## src/hdl/cbts_pkg.sv

```systemverilog
// Shared types, constants and codes of the burst task scheduler.
package cbts_pkg;

	localparam int MaxTasks  = 16;
	localparam int TimeWidth = 32;
	localparam int IdxW      = $clog2(MaxTasks);
	localparam int CntW      = $clog2(MaxTasks + 1);
	localparam int InW       = 67;
	localparam int OutW      = 201;
	localparam logic [TimeWidth-1:0] TMax = {TimeWidth{1'b1}};

	localparam logic [1:0] REQ_APPEND   = 2'd0;
	localparam logic [1:0] REQ_DISPATCH = 2'd1;
	localparam logic [1:0] REQ_CLEAR    = 2'd2;

	localparam logic [1:0] MODE_FCFS = 2'd0;
	localparam logic [1:0] MODE_SJF  = 2'd1;
	localparam logic [1:0] MODE_PRIO = 2'd2;
	localparam logic [1:0] MODE_RR   = 2'd3;

	localparam logic [2:0] ST_SLICE   = 3'd0;
	localparam logic [2:0] ST_STORED  = 3'd1;
	localparam logic [2:0] ST_REFUSED = 3'd2;
	localparam logic [2:0] ST_EMPTY   = 3'd3;
	localparam logic [2:0] ST_CLEARED = 3'd4;

	localparam logic [0:0] CFG_MODE    = 1'd0;
	localparam logic [0:0] CFG_QUANTUM = 1'd1;

	typedef enum logic [3:0] {
		S_IDLE, S_DECODE, S_SCAN1, S_CHK1, S_MINSCAN, S_SCAN2, S_RUN,
		S_CALC, S_FINISH, S_COLLECT, S_PUSHSELF, S_OUT
	} cbts_state_t;

	// Scan kinds performed by the datapath
	typedef enum logic [1:0] {
		SCAN_COLLECT, SCAN_MIN, SCAN_BEST
	} cbts_scan_t;

	typedef struct packed {
		logic        scan_start;
		cbts_scan_t  scan_kind;
		logic        use_end;     // collect at slice end instead of sim time
		logic        skip_run;    // exclude running task from collect
		logic        do_append;
		logic        do_clear;
		logic        do_run;      // pop ring or take best pick, then run it
		logic        do_calc;
		logic        do_finish;
		logic        do_pushself;
		logic        set_min;
		logic        load_res;
		logic [2:0]  res_status;
	} cbts_cmd_t;

	typedef struct packed {
		logic scan_busy;
		logic any_left;
		logic ring_empty;
		logic best_none;
		logic full_or_begun;
		logic remain_left;
	} cbts_stat_t;

	function automatic logic [TimeWidth-1:0] sat_add(
		input logic [TimeWidth-1:0] a, input logic [TimeWidth-1:0] b);
		logic [TimeWidth:0] s;
		s = {1'b0, a} + {1'b0, b};
		return s[TimeWidth] ? TMax : s[TimeWidth-1:0];
	endfunction

endpackage

```

## src/hdl/cbts_ctrl.sv

```systemverilog
// Request sequencer of the burst task scheduler.
module cbts_ctrl import cbts_pkg::*; (
	input  logic       clk,
	input  logic       arst_n,
	input  logic       in_fire,
	input  logic [1:0] req,
	input  logic [1:0] mode,
	input  logic       out_busy,
	input  cbts_stat_t st,
	output cbts_cmd_t  cmd,
	output logic       idle
);
	cbts_state_t state_q, state_d;
	logic [1:0] req_q;

	always_ff @(posedge clk or negedge arst_n) begin
		if (!arst_n) begin
			state_q <= S_IDLE;
			req_q <= REQ_APPEND;
		end else begin
			state_q <= state_d;
			if (in_fire) req_q <= req;
		end
	end

	logic ring_mode;
	assign ring_mode = (mode == MODE_FCFS) || (mode == MODE_RR);
	assign idle = (state_q == S_IDLE);

	always_comb begin
		state_d = state_q;
		cmd = '0;
		cmd.scan_kind = SCAN_COLLECT;
		unique case (state_q)
			S_IDLE: if (in_fire) state_d = S_DECODE;
			S_DECODE: begin
				unique case (req_q)
					REQ_APPEND: begin
						cmd.do_append = !st.full_or_begun;
						cmd.res_status = st.full_or_begun ? ST_REFUSED : ST_STORED;
						state_d = S_OUT;
					end
					REQ_CLEAR: begin
						cmd.do_clear = 1'b1;
						cmd.res_status = ST_CLEARED;
						state_d = S_OUT;
					end
					REQ_DISPATCH: begin
						if (!st.any_left) begin
							cmd.res_status = ST_EMPTY;
							state_d = S_OUT;
						end else begin
							cmd.scan_start = 1'b1;
							cmd.scan_kind = (ring_mode && !st.ring_empty) ? SCAN_COLLECT
								: (ring_mode ? SCAN_COLLECT : SCAN_BEST);
							state_d = (ring_mode && !st.ring_empty) ? S_RUN : S_SCAN1;
							if (ring_mode && !st.ring_empty) cmd.scan_start = 1'b0;
						end
					end
					default: begin
						cmd.res_status = ST_REFUSED;
						state_d = S_OUT;
					end
				endcase
				cmd.load_res = (state_d == S_OUT);
			end
			S_SCAN1: if (!st.scan_busy) state_d = S_CHK1;
			S_CHK1: begin
				if ((ring_mode && st.ring_empty) || (!ring_mode && st.best_none)) begin
					cmd.scan_start = 1'b1;
					cmd.scan_kind = SCAN_MIN;
					state_d = S_MINSCAN;
				end else state_d = S_RUN;
			end
			S_MINSCAN: if (!st.scan_busy) begin
				cmd.set_min = 1'b1;
				cmd.scan_start = 1'b1;
				cmd.scan_kind = ring_mode ? SCAN_COLLECT : SCAN_BEST;
				state_d = S_SCAN2;
			end
			S_SCAN2: if (!st.scan_busy) state_d = S_RUN;
			S_RUN: begin
				cmd.do_run = 1'b1;
				state_d = S_CALC;
			end
			S_CALC: begin
				cmd.do_calc = 1'b1;
				if (mode == MODE_RR) begin
					cmd.scan_start = 1'b1;
					cmd.scan_kind = SCAN_COLLECT;
					cmd.use_end = 1'b1;
					cmd.skip_run = 1'b1;
					state_d = S_COLLECT;
				end else state_d = S_FINISH;
			end
			S_COLLECT: begin
				cmd.use_end = 1'b1;
				cmd.skip_run = 1'b1;
				if (!st.scan_busy) state_d = S_FINISH;
			end
			S_FINISH: begin
				cmd.do_finish = 1'b1;
				cmd.do_pushself = st.remain_left;
				if (!st.remain_left && mode == MODE_FCFS) begin
					cmd.scan_start = 1'b1;
					cmd.use_end = 1'b1;
					state_d = S_PUSHSELF;
				end else begin
					cmd.load_res = 1'b1;
					cmd.res_status = ST_SLICE;
					state_d = S_OUT;
				end
			end
			S_PUSHSELF: begin
				cmd.use_end = 1'b1;
				if (!st.scan_busy) begin
					cmd.load_res = 1'b1;
					cmd.res_status = ST_SLICE;
					state_d = S_OUT;
				end
			end
			S_OUT: if (!out_busy) state_d = S_IDLE;
			default: state_d = S_IDLE;
		endcase
	end
endmodule

```

## src/hdl/cbts_dpath.sv

```systemverilog
// Task table, ready ring, scan unit and slice arithmetic.
module cbts_dpath import cbts_pkg::*; (
	input  logic                 clk,
	input  logic                 arst_n,
	input  logic                 in_fire,
	input  logic [InW-1:0]       in_data,
	input  logic                 cfg_we,
	input  logic                 cfg_idx,
	input  logic [15:0]          cfg_val,
	input  cbts_cmd_t            cmd,
	output cbts_stat_t           st,
	output logic [1:0]           mode,
	output logic [OutW-1:0]      res
);
	logic [1:0]  mode_q;
	logic [15:0] quant_q;
	logic [InW-1:0] in_q;

	logic [15:0] arr_q [MaxTasks];
	logic [7:0]  prio_q [MaxTasks];
	logic [7:0]  loops_q [MaxTasks];
	logic [15:0] cpu_q [MaxTasks];
	logic [15:0] io_q [MaxTasks];
	logic        trail_q [MaxTasks];
	logic [7:0]  lidx_q [MaxTasks];
	logic [15:0] rem_q [MaxTasks];
	logic [TimeWidth-1:0] rdy_q [MaxTasks];
	logic [TimeWidth-1:0] first_q [MaxTasks];
	logic [MaxTasks-1:0] ran_q, done_q, queued_q;
	logic [IdxW-1:0] ring_q [MaxTasks];
	logic [IdxW-1:0] head_q, tail_q;
	logic [CntW-1:0] count_q, total_q;
	logic [TimeWidth-1:0] time_q;
	logic begun_q;

	// scan unit
	logic scan_busy_q;
	cbts_scan_t kind_q;
	logic [IdxW-1:0] sidx_q;
	logic [TimeWidth-1:0] min_q;
	logic [IdxW-1:0] best_q;
	logic best_none_q;

	// slice registers
	logic [IdxW-1:0] run_q;
	logic [TimeWidth-1:0] start_q, end_q;
	logic complete_q;
	logic [TimeWidth-1:0] ewio_q, busy_q;
	logic [OutW-1:0] res_q, res_d;

	logic [15:0] f_arr, f_cpu, f_io;
	logic [7:0]  f_loops, f_prio;
	logic        f_trail;
	assign f_arr   = in_q[17:2];
	assign f_loops = in_q[25:18];
	assign f_cpu   = in_q[41:26];
	assign f_io    = in_q[57:42];
	assign f_trail = in_q[58];
	assign f_prio  = in_q[66:59];

	logic [TimeWidth-1:0] tref;
	assign tref = cmd.use_end ? end_q : time_q;

	logic s_valid, s_ready, s_take, s_better, s_last;
	logic [IdxW-1:0] pk;
	logic [15:0] ki, kb;
	assign s_valid = ({1'b0, sidx_q} < total_q);
	assign s_ready = s_valid && !done_q[sidx_q] && (rdy_q[sidx_q] <= tref);
	assign s_last  = (sidx_q == IdxW'(MaxTasks - 1)) || !({1'b0, sidx_q} + 1'b1 < total_q);
	assign s_take  = s_ready && !queued_q[sidx_q] && !(cmd.skip_run && sidx_q == run_q);
	assign ki = (mode_q == MODE_PRIO) ? {8'd0, prio_q[sidx_q]} : rem_q[sidx_q];
	assign kb = (mode_q == MODE_PRIO) ? {8'd0, prio_q[best_q]} : rem_q[best_q];
	assign s_better = best_none_q || ki < kb || (ki == kb && arr_q[sidx_q] < arr_q[best_q]);

	logic anyl;
	assign anyl = |(~done_q & ((MaxTasks)'(1) << total_q) - 1'b1)
		|| (total_q == CntW'(MaxTasks) && ~&done_q);

	logic [TimeWidth-1:0] tr, turn_w;
	logic [15:0] qn, rl;
	assign qn = (quant_q == 16'd0) ? 16'd1 : quant_q;
	assign pk = (mode_q == MODE_FCFS || mode_q == MODE_RR) ? ring_q[head_q]
		: (best_none_q ? '0 : best_q);
	assign rl = (mode_q == MODE_RR && qn < rem_q[pk]) ? qn : rem_q[pk];
	assign tr = trail_q[run_q] ? TimeWidth'(io_q[run_q]) : '0;
	assign turn_w = ewio_q - TimeWidth'(arr_q[run_q]);

	assign st.scan_busy = scan_busy_q;
	assign st.any_left = anyl;
	assign st.ring_empty = (count_q == '0);
	assign st.best_none = best_none_q;
	assign st.full_or_begun = begun_q || (total_q >= CntW'(MaxTasks));
	assign st.remain_left = (rem_q[run_q] != 16'd0);
	assign mode = mode_q;
	assign res = res_q;

	always_comb begin
		res_d = '0;
		res_d[2:0] = cmd.res_status;
		if (cmd.res_status == ST_STORED) res_d[7:3] = 5'(total_q + 1'b1);
		if (cmd.res_status == ST_SLICE) begin
			res_d[7:3] = 5'(run_q) + 5'd1;
			res_d[39:8] = 32'(start_q);
			res_d[71:40] = 32'(end_q);
			res_d[72] = complete_q;
			if (complete_q) begin
				res_d[104:73] = 32'(first_q[run_q]);
				res_d[136:105] = 32'(ewio_q);
				res_d[168:137] = 32'(turn_w);
				res_d[200:169] = (turn_w > busy_q) ? 32'(turn_w - busy_q) : '0;
			end
		end
	end

	always_ff @(posedge clk) begin
		if (in_fire) in_q <= in_data;
		if (cmd.do_run) begin
			run_q <= pk;
			start_q <= time_q;
			end_q <= sat_add(time_q, TimeWidth'(rl));
		end
		if (cmd.do_calc) begin
			ewio_q <= sat_add(end_q, tr);
			busy_q <= TimeWidth'(loops_q[run_q]) * TimeWidth'(cpu_q[run_q]) + tr
				+ TimeWidth'(loops_q[run_q] - 8'd1) * TimeWidth'(io_q[run_q]);
			complete_q <= (rem_q[run_q] == 16'd0) && (lidx_q[run_q] + 8'd1 >= loops_q[run_q]);
		end
		if (cmd.load_res) res_q <= res_d;
	end

	always_ff @(posedge clk or negedge arst_n) begin
		if (!arst_n) begin
			mode_q <= MODE_FCFS; quant_q <= 16'd1;
			ran_q <= '0; done_q <= '0; queued_q <= '0;
			head_q <= '0; tail_q <= '0; count_q <= '0; total_q <= '0;
			time_q <= '0; begun_q <= 1'b0; scan_busy_q <= 1'b0;
			kind_q <= SCAN_COLLECT; sidx_q <= '0; best_none_q <= 1'b1;
			for (int k = 0; k < MaxTasks; k++) lidx_q[k] <= '0;
		end else begin
			if (cfg_we && cfg_idx == CFG_MODE) begin
				mode_q <= cfg_val[1:0];
				queued_q <= '0; head_q <= '0; tail_q <= '0; count_q <= '0;
			end
			if (cfg_we && cfg_idx == CFG_QUANTUM) quant_q <= cfg_val;
			if (cmd.do_clear) begin
				ran_q <= '0; done_q <= '0; queued_q <= '0;
				head_q <= '0; tail_q <= '0; count_q <= '0; total_q <= '0;
				time_q <= '0; begun_q <= 1'b0;
				for (int k = 0; k < MaxTasks; k++) lidx_q[k] <= '0;
			end
			if (cmd.do_append) begin
				arr_q[total_q[IdxW-1:0]] <= f_arr;
				loops_q[total_q[IdxW-1:0]] <= (f_loops == 8'd0) ? 8'd1 : f_loops;
				cpu_q[total_q[IdxW-1:0]] <= (f_cpu == 16'd0) ? 16'd1 : f_cpu;
				io_q[total_q[IdxW-1:0]] <= f_io;
				trail_q[total_q[IdxW-1:0]] <= (f_loops == 8'd0) ? (f_io != 16'd0) : f_trail;
				prio_q[total_q[IdxW-1:0]] <= f_prio;
				lidx_q[total_q[IdxW-1:0]] <= '0;
				rem_q[total_q[IdxW-1:0]] <= (f_cpu == 16'd0) ? 16'd1 : f_cpu;
				rdy_q[total_q[IdxW-1:0]] <= TimeWidth'(f_arr);
				ran_q[total_q[IdxW-1:0]] <= 1'b0;
				done_q[total_q[IdxW-1:0]] <= 1'b0;
				queued_q[total_q[IdxW-1:0]] <= 1'b0;
				total_q <= total_q + 1'b1;
			end
			if (cmd.set_min) time_q <= min_q;
			if (cmd.scan_start) begin
				scan_busy_q <= 1'b1; kind_q <= cmd.scan_kind; sidx_q <= '0;
				min_q <= TMax; best_none_q <= 1'b1;
			end else if (scan_busy_q) begin
				if (total_q == '0) scan_busy_q <= 1'b0;
				else begin
					unique case (kind_q)
						SCAN_COLLECT: if (s_take && count_q < CntW'(MaxTasks)) begin
							ring_q[tail_q] <= sidx_q;
							tail_q <= (tail_q == IdxW'(MaxTasks - 1)) ? '0 : tail_q + 1'b1;
							count_q <= count_q + 1'b1;
							queued_q[sidx_q] <= 1'b1;
						end
						SCAN_MIN: if (s_valid && !done_q[sidx_q] && rdy_q[sidx_q] < min_q)
							min_q <= rdy_q[sidx_q];
						SCAN_BEST: if (s_ready && s_better) begin
							best_q <= sidx_q; best_none_q <= 1'b0;
						end
						default: ;
					endcase
					if (s_last) scan_busy_q <= 1'b0;
					else sidx_q <= sidx_q + 1'b1;
				end
			end
			if (cmd.do_run) begin
				begun_q <= 1'b1;
				if (mode_q == MODE_FCFS || mode_q == MODE_RR) begin
					head_q <= (head_q == IdxW'(MaxTasks - 1)) ? '0 : head_q + 1'b1;
					count_q <= count_q - 1'b1;
					queued_q[pk] <= 1'b0;
				end
				if (!ran_q[pk]) begin
					ran_q[pk] <= 1'b1; first_q[pk] <= time_q;
				end
				rem_q[pk] <= rem_q[pk] - rl;
				time_q <= sat_add(time_q, TimeWidth'(rl));
			end
			if (cmd.do_finish) begin
				if (cmd.do_pushself) begin
					if (count_q < CntW'(MaxTasks)) begin
						ring_q[tail_q] <= run_q;
						tail_q <= (tail_q == IdxW'(MaxTasks - 1)) ? '0 : tail_q + 1'b1;
						count_q <= count_q + 1'b1;
						queued_q[run_q] <= 1'b1;
					end
				end else begin
					lidx_q[run_q] <= lidx_q[run_q] + 8'd1;
					if (complete_q) done_q[run_q] <= 1'b1;
					else begin
						rdy_q[run_q] <= sat_add(end_q, TimeWidth'(io_q[run_q]));
						rem_q[run_q] <= cpu_q[run_q];
					end
				end
			end
		end
	end
endmodule

```

## src/hdl/cpu_burst_task_scheduler_core.sv

```systemverilog
// Top level of the CPU burst task scheduler.
//   channel   dir  handshake                  payload
//   s_axis    in   s_axis_tvalid/tready       request and task record
//   m_axis    out  m_axis_tvalid/tready       slice or status result
//   cfg       in   cfg_we                     sched_mode, time_quantum
// Append, clear and refused requests have their result registered from the decode state.
// A dispatch runs up to four table scans (one entry a cycle) before its result is loaded.
// The result waits in the output register; the next request is taken once it is
// delivered. arst_n clears all control state; table payload is written on append.
module cpu_burst_task_scheduler_core import cbts_pkg::*; (
	input  logic        clk,
	input  logic        arst_n,
	input  logic        s_axis_tvalid,
	output logic        s_axis_tready,
	// req_type[1:0], arrival_time[17:2], loop_count[25:18], cpu_time[41:26],
	// io_time[57:42], trail_io_en[58], priority_level[66:59], zero fill
	input  logic [71:0] s_axis_tdata,
	output logic        m_axis_tvalid,
	input  logic        m_axis_tready,
	// status[2:0], task_id[7:3], slice_start[39:8], slice_end[71:40],
	// task_complete[72], first_run_time[104:73], io_end_time[136:105],
	// turnaround[168:137], waiting[200:169], zero fill
	output logic [207:0] m_axis_tdata,
	input  logic        cfg_we,
	input  logic        cfg_idx,
	input  logic [15:0] cfg_data
);
	cbts_cmd_t  cmd;
	cbts_stat_t st;
	logic idle, in_fire, out_q;
	logic [1:0] mode;
	logic [OutW-1:0] res;

	assign s_axis_tready = idle && !out_q;
	assign in_fire = s_axis_tvalid && s_axis_tready;

	always_ff @(posedge clk or negedge arst_n) begin
		if (!arst_n) out_q <= 1'b0;
		else if (cmd.load_res) out_q <= 1'b1;
		else if (m_axis_tready) out_q <= 1'b0;
	end
	assign m_axis_tvalid = out_q;
	assign m_axis_tdata = {7'd0, res};

	cbts_ctrl u_ctrl (
		.clk(clk), .arst_n(arst_n), .in_fire(in_fire), .req(s_axis_tdata[1:0]),
		.mode(mode), .out_busy(out_q), .st(st), .cmd(cmd), .idle(idle)
	);

	cbts_dpath u_dpath (
		.clk(clk), .arst_n(arst_n), .in_fire(in_fire),
		.in_data(s_axis_tdata[InW-1:0]),
		.cfg_we(cfg_we), .cfg_idx(cfg_idx), .cfg_val(cfg_data),
		.cmd(cmd), .st(st), .mode(mode), .res(res)
	);
endmodule
```

## config.mk

```make
export PLATFORM = sky130hd
export DESIGN_NAME = cpu_burst_task_scheduler_core
export DESIGN_NICKNAME = d
export VERILOG_FILES = /design/src/hdl/cbts_pkg.sv /design/src/hdl/cbts_ctrl.sv /design/src/hdl/cbts_dpath.sv /design/src/hdl/cpu_burst_task_scheduler_core.sv
export SDC_FILE = /design/constraint.sdc
export NUM_CORES = 2
export LEC_CHECK = 0
export CAP_MARGIN = 40
export CORE_ASPECT_RATIO = 0.7
export CORE_MARGIN = 2
export CORE_UTILIZATION = 40
export CTS_CLUSTER_SIZE = 16
export DETAILED_ROUTE_END_ITERATION = 8
export DONT_BUFFER_PORTS = 1
export PLACE_DENSITY = 0.64
export SYNTH_ARGS = -nofsm -noshare
export SYNTH_HDL_FRONTEND = slang
export SYNTH_SLANG_ARGS = --single-unit
```

## constraint.sdc

```tcl
create_clock -name clk -period 13.3 [get_ports clk]
set_clock_uncertainty 0.05 [all_clocks]
set_input_delay 1.33 -clock clk [delete_from_list [all_inputs] [get_ports clk]]
set_output_delay 1.33 -clock clk [all_outputs]
set_load 0.01 [all_outputs]
```

==> summary.md <==
| Metric | Value |
|---|---|
| Setup crit start kind | `flip-flop` |
| CP arrival | `around 12 ns` |
| Largest net degree at the start of global routing | `316` |
| TritonCTS clock tree | `yes` |
| Max Cap Violations | `0` |
| Die area | `0.382 sq mm` |
| Dpl hpwl | `between 200 and 300 mm` |
| Cells after Synth | `about 9,600` |
| Buffers on Ports | `0` |
| Crit path largest cell delay | `roughly 0.85 ns` |
| I/O pin count | `between 300 and 400` |
| Post-route ant nets | `0` |
| H-tree Lvls | `5` |
| Core Box Area | `approximately 0.38 sq mm` |
| Antenna violations before repair | `70` |
| Root buffer cell | `clkbuf_16` |
| Post-Syn Area | `between 0.15 and 0.2 sq mm` |
| Layout cell share with drive strength beyond 1 | `about a fifth` |
| Average size of a mapped cell | `approximately 16 sq um` |
| Cells on worst reg2reg path | `32` |
| Slowest-stage cell, CP | `dfxtp_4` |
| Layout area overhead | `11.6%` |
| Setup crit end kind | `flip-flop` |
| Unrepaired setup endpoints after global routing | `false` |
| Synth async-reset ratio | `8.42%` |
| Family with the most delay on the worst path | `adder cells` |
| Detailed Route WL | `454 mm` |
| 1st-pass router iterations | `8` |
| # hold bufs at CTS | `0` |
| Hold WS | `between 0.1 and 0.15 ns` |
| Register-to-Register Setup Slack | `~1.7 ns` |
| RePlAce Congestion | `0.933` |
| Setup Crit Path Kind | `flip-flop to flip-flop` |
| Post-synth top area cell | `edfxtp_1` |
| Clk_lat worst skew | `0.94 ns` |
| Final Hold Fails | `0` |
| Top FF cell, synth | `edfxtp_1` |
| Clock Sinks | `about 3,100` |
| Period utilization | `between 80% and 90%` |
| Routed vias | `around 91,000` |
| CP required | `13.99 ns` |
| Total grt overflow | `0` |
| Ys Warns | `0` |
| Worst slew pin tran | `1.18 ns` |
| Max transition margin | `~22%` |
| FMAX | `86.2 MHz` |
| GR peak layer | `met1` |
| EDFF count, synth | `between 2,000 and 3,000` |
| Synth area leaders | `edfxtp_1 56%, mux4_2 16%, fa_1 4.4%, dfrtp_1 4.3%, ha_1 3.1%` |
| Post-synthesis sequential area ratio | `between 60 and 70%` |
| Number of remaining DRC errors | `0` |
| Global-route usage over all layers | `23.4%` |
| Maximum fanout along the worst path | `39` |
| Post-route cell area | `around 0.17 sq mm` |
| Post-CTS setup buffer count | `0` |
| Placed inst area | `around 0.16 sq mm` |
| Drt via density | `between 6 and 7` |
| Most common cell after layout, fill and taps aside | `edfxtp_1` |
| Die Span Y | `518 um` |
| CTS max path bufs | `4` |
| Final min period | `11.60 ns` |
| Global-route wire length before repair | `around 650 mm` |
| RR Endpoint | `u_dpath.busy_q[31]` |
| Clk slew on worst S/H paths | `~0.080 ns` |
| Cts bufs inserted | `around 300` |
| Setup_tns | `0 ns` |
| Buf+Inv Stages, Crit Path | `8` |
| Setup-failing EPs final | `0` |
| Met3 Track Usage GR | `6.88%` |
| Outcome | `complete, no violations` |
| Max-slew violation count | `0` |
| Netlist cell types | `93` |
| Met1 Track Usage GR | `about 34%` |
| Die width | `approximately 740 um` |
| Min-Delay Path Class | `primary input to asynchronous set/reset pin` |
| Routed WL per cell | `slightly above 30 um` |
| Synth top area share | `56.1%` |
| Post-CTS resize count | `0` |
| Initial Util | `around 40%` |
| Most frequent cells in the layout | `2,819 x edfxtp_1, 1,054 x mux4_2, 761 x nand2_1` |
| M2 GR Usage | `33.9%` |
| 1st-iter DRT viols | `13,500` |
| Vias in the first global route | `around 90,000` |
| Row cnt | `roughly 190` |
| Yosys reg bits | `3,087` |
| Fin nets | `about 10,000` |
## cells in the mapped netlist, types with 11 or more instances
cell type,instances
buf_1,76
nand3_1,310
and2_1,162
nor4_1,83
a211oi_1,21
a32oi_1,18
and3_1,50
a21o_1,67
a311o_1,17
o21ai_0,381
mux2_2,50
buf_4,14
nor2_1,413
o21ai_1,20
or2_2,18
a31oi_1,43
o21bai_1,20
xnor2_1,108
o21a_1,53
dfrtp_1,258
nor3_1,77
ha_1,371
buf_2,82
a21oi_1,229
nor2b_1,134
xor2_1,77
nand4_1,48
edfxtp_1,2819
a311oi_1,24
a221o_1,16
mux4_2,1054
inv_1,594
clkbuf_1,364
mux2i_1,86
nand2b_1,54
o211ai_1,46
or3_1,25
a22oi_1,11
nand2_1,761
fa_1,330
## through the flow
step                util [%]  setup slack (ns)  cells
floorplan                  -              1.23   9565
global placement        41.9              1.84  14300
finish                  44.9              1.70  15000
CTS                     44.8              1.78  14900
detailed placement      42.2              1.81  14400
global route            44.9              1.08  15000
## logic make-up after synthesis
kind of cell | share of synthesized area (%)
DFF | 60.5
and+or+nand+nor | 6.81
muxes | 16.7
buffers and inverters | 2.93
AOI/OAI and AO/OA | 4.51
adders and majority gates | 7.46
xor gates and xnor gates | 1.07
other | 0.00249
## registers in the layout, summed over array words and instances (netlist names), 16 cells and up, named ones only
| register | cells |
|---|---|
| u_dpath.first_q | 512 |
| u_dpath.rdy_q | 512 |
| u_dpath.arr_q | 256 |
| u_dpath.cpu_q | 256 |
| u_dpath.io_q | 256 |
| u_dpath.rem_q | 256 |
| u_dpath.res | 201 |
| u_dpath.lidx_q | 128 |
| u_dpath.loops_q | 128 |
| u_dpath.prio_q | 128 |
| u_dpath.in_q | 65 |
| u_dpath.ring_q | 64 |
| u_dpath.busy_q | 32 |
| u_dpath.end_q | 32 |
| u_dpath.ewio_q | 32 |
| u_dpath.min_q | 32 |
| u_dpath.start_q | 32 |
| u_dpath.time_q | 32 |
| u_dpath.done_q | 16 |
| u_dpath.quant_q | 16 |
| u_dpath.queued_q | 16 |
| u_dpath.ran_q | 16 |
| u_dpath.trail_q | 16 |
## metal layers
metal,up-vias,part of all wire [%]
li1,37100,-
met1,47300,40
met2,5833,44
met3,796,13
met4,22,3.1
met5,-,0.030
## final cells by class
cell class                      instances  area [sq um]
Tap cell                             5035          6300
Clock inverter                        170          1610
Antenna cell                           26          65.1
Fill cell                           32100        207000
Multi-Input combinational cell       5343         55600
Timing Repair Buffer                  337          3090
Clock buffer                          374          8050
Sequential cell                      3087         91400
Inverter                              599          2260
## worst max path at each step
stage          slack (ns)  startpoint            endpoint  cells past startpoint
2_1_floorplan        1.23   flip-flop       m_axis_tvalid                     10
3_3_place_gp         1.84   flip-flop  u_dpath.busy_q[29]                     31
3_5_place_dp         1.81   flip-flop  u_dpath.busy_q[30]                     30
4_1_cts              1.78   flip-flop  u_dpath.busy_q[31]                     32
5_1_grt              1.08   flip-flop  u_dpath.busy_q[31]                     32
6_report             1.70   flip-flop  u_dpath.busy_q[31]                     32
Power is left out: the tool's default activity adds up to more than one toggle a clock period on the data nets, which glitch-free logic cannot reach.
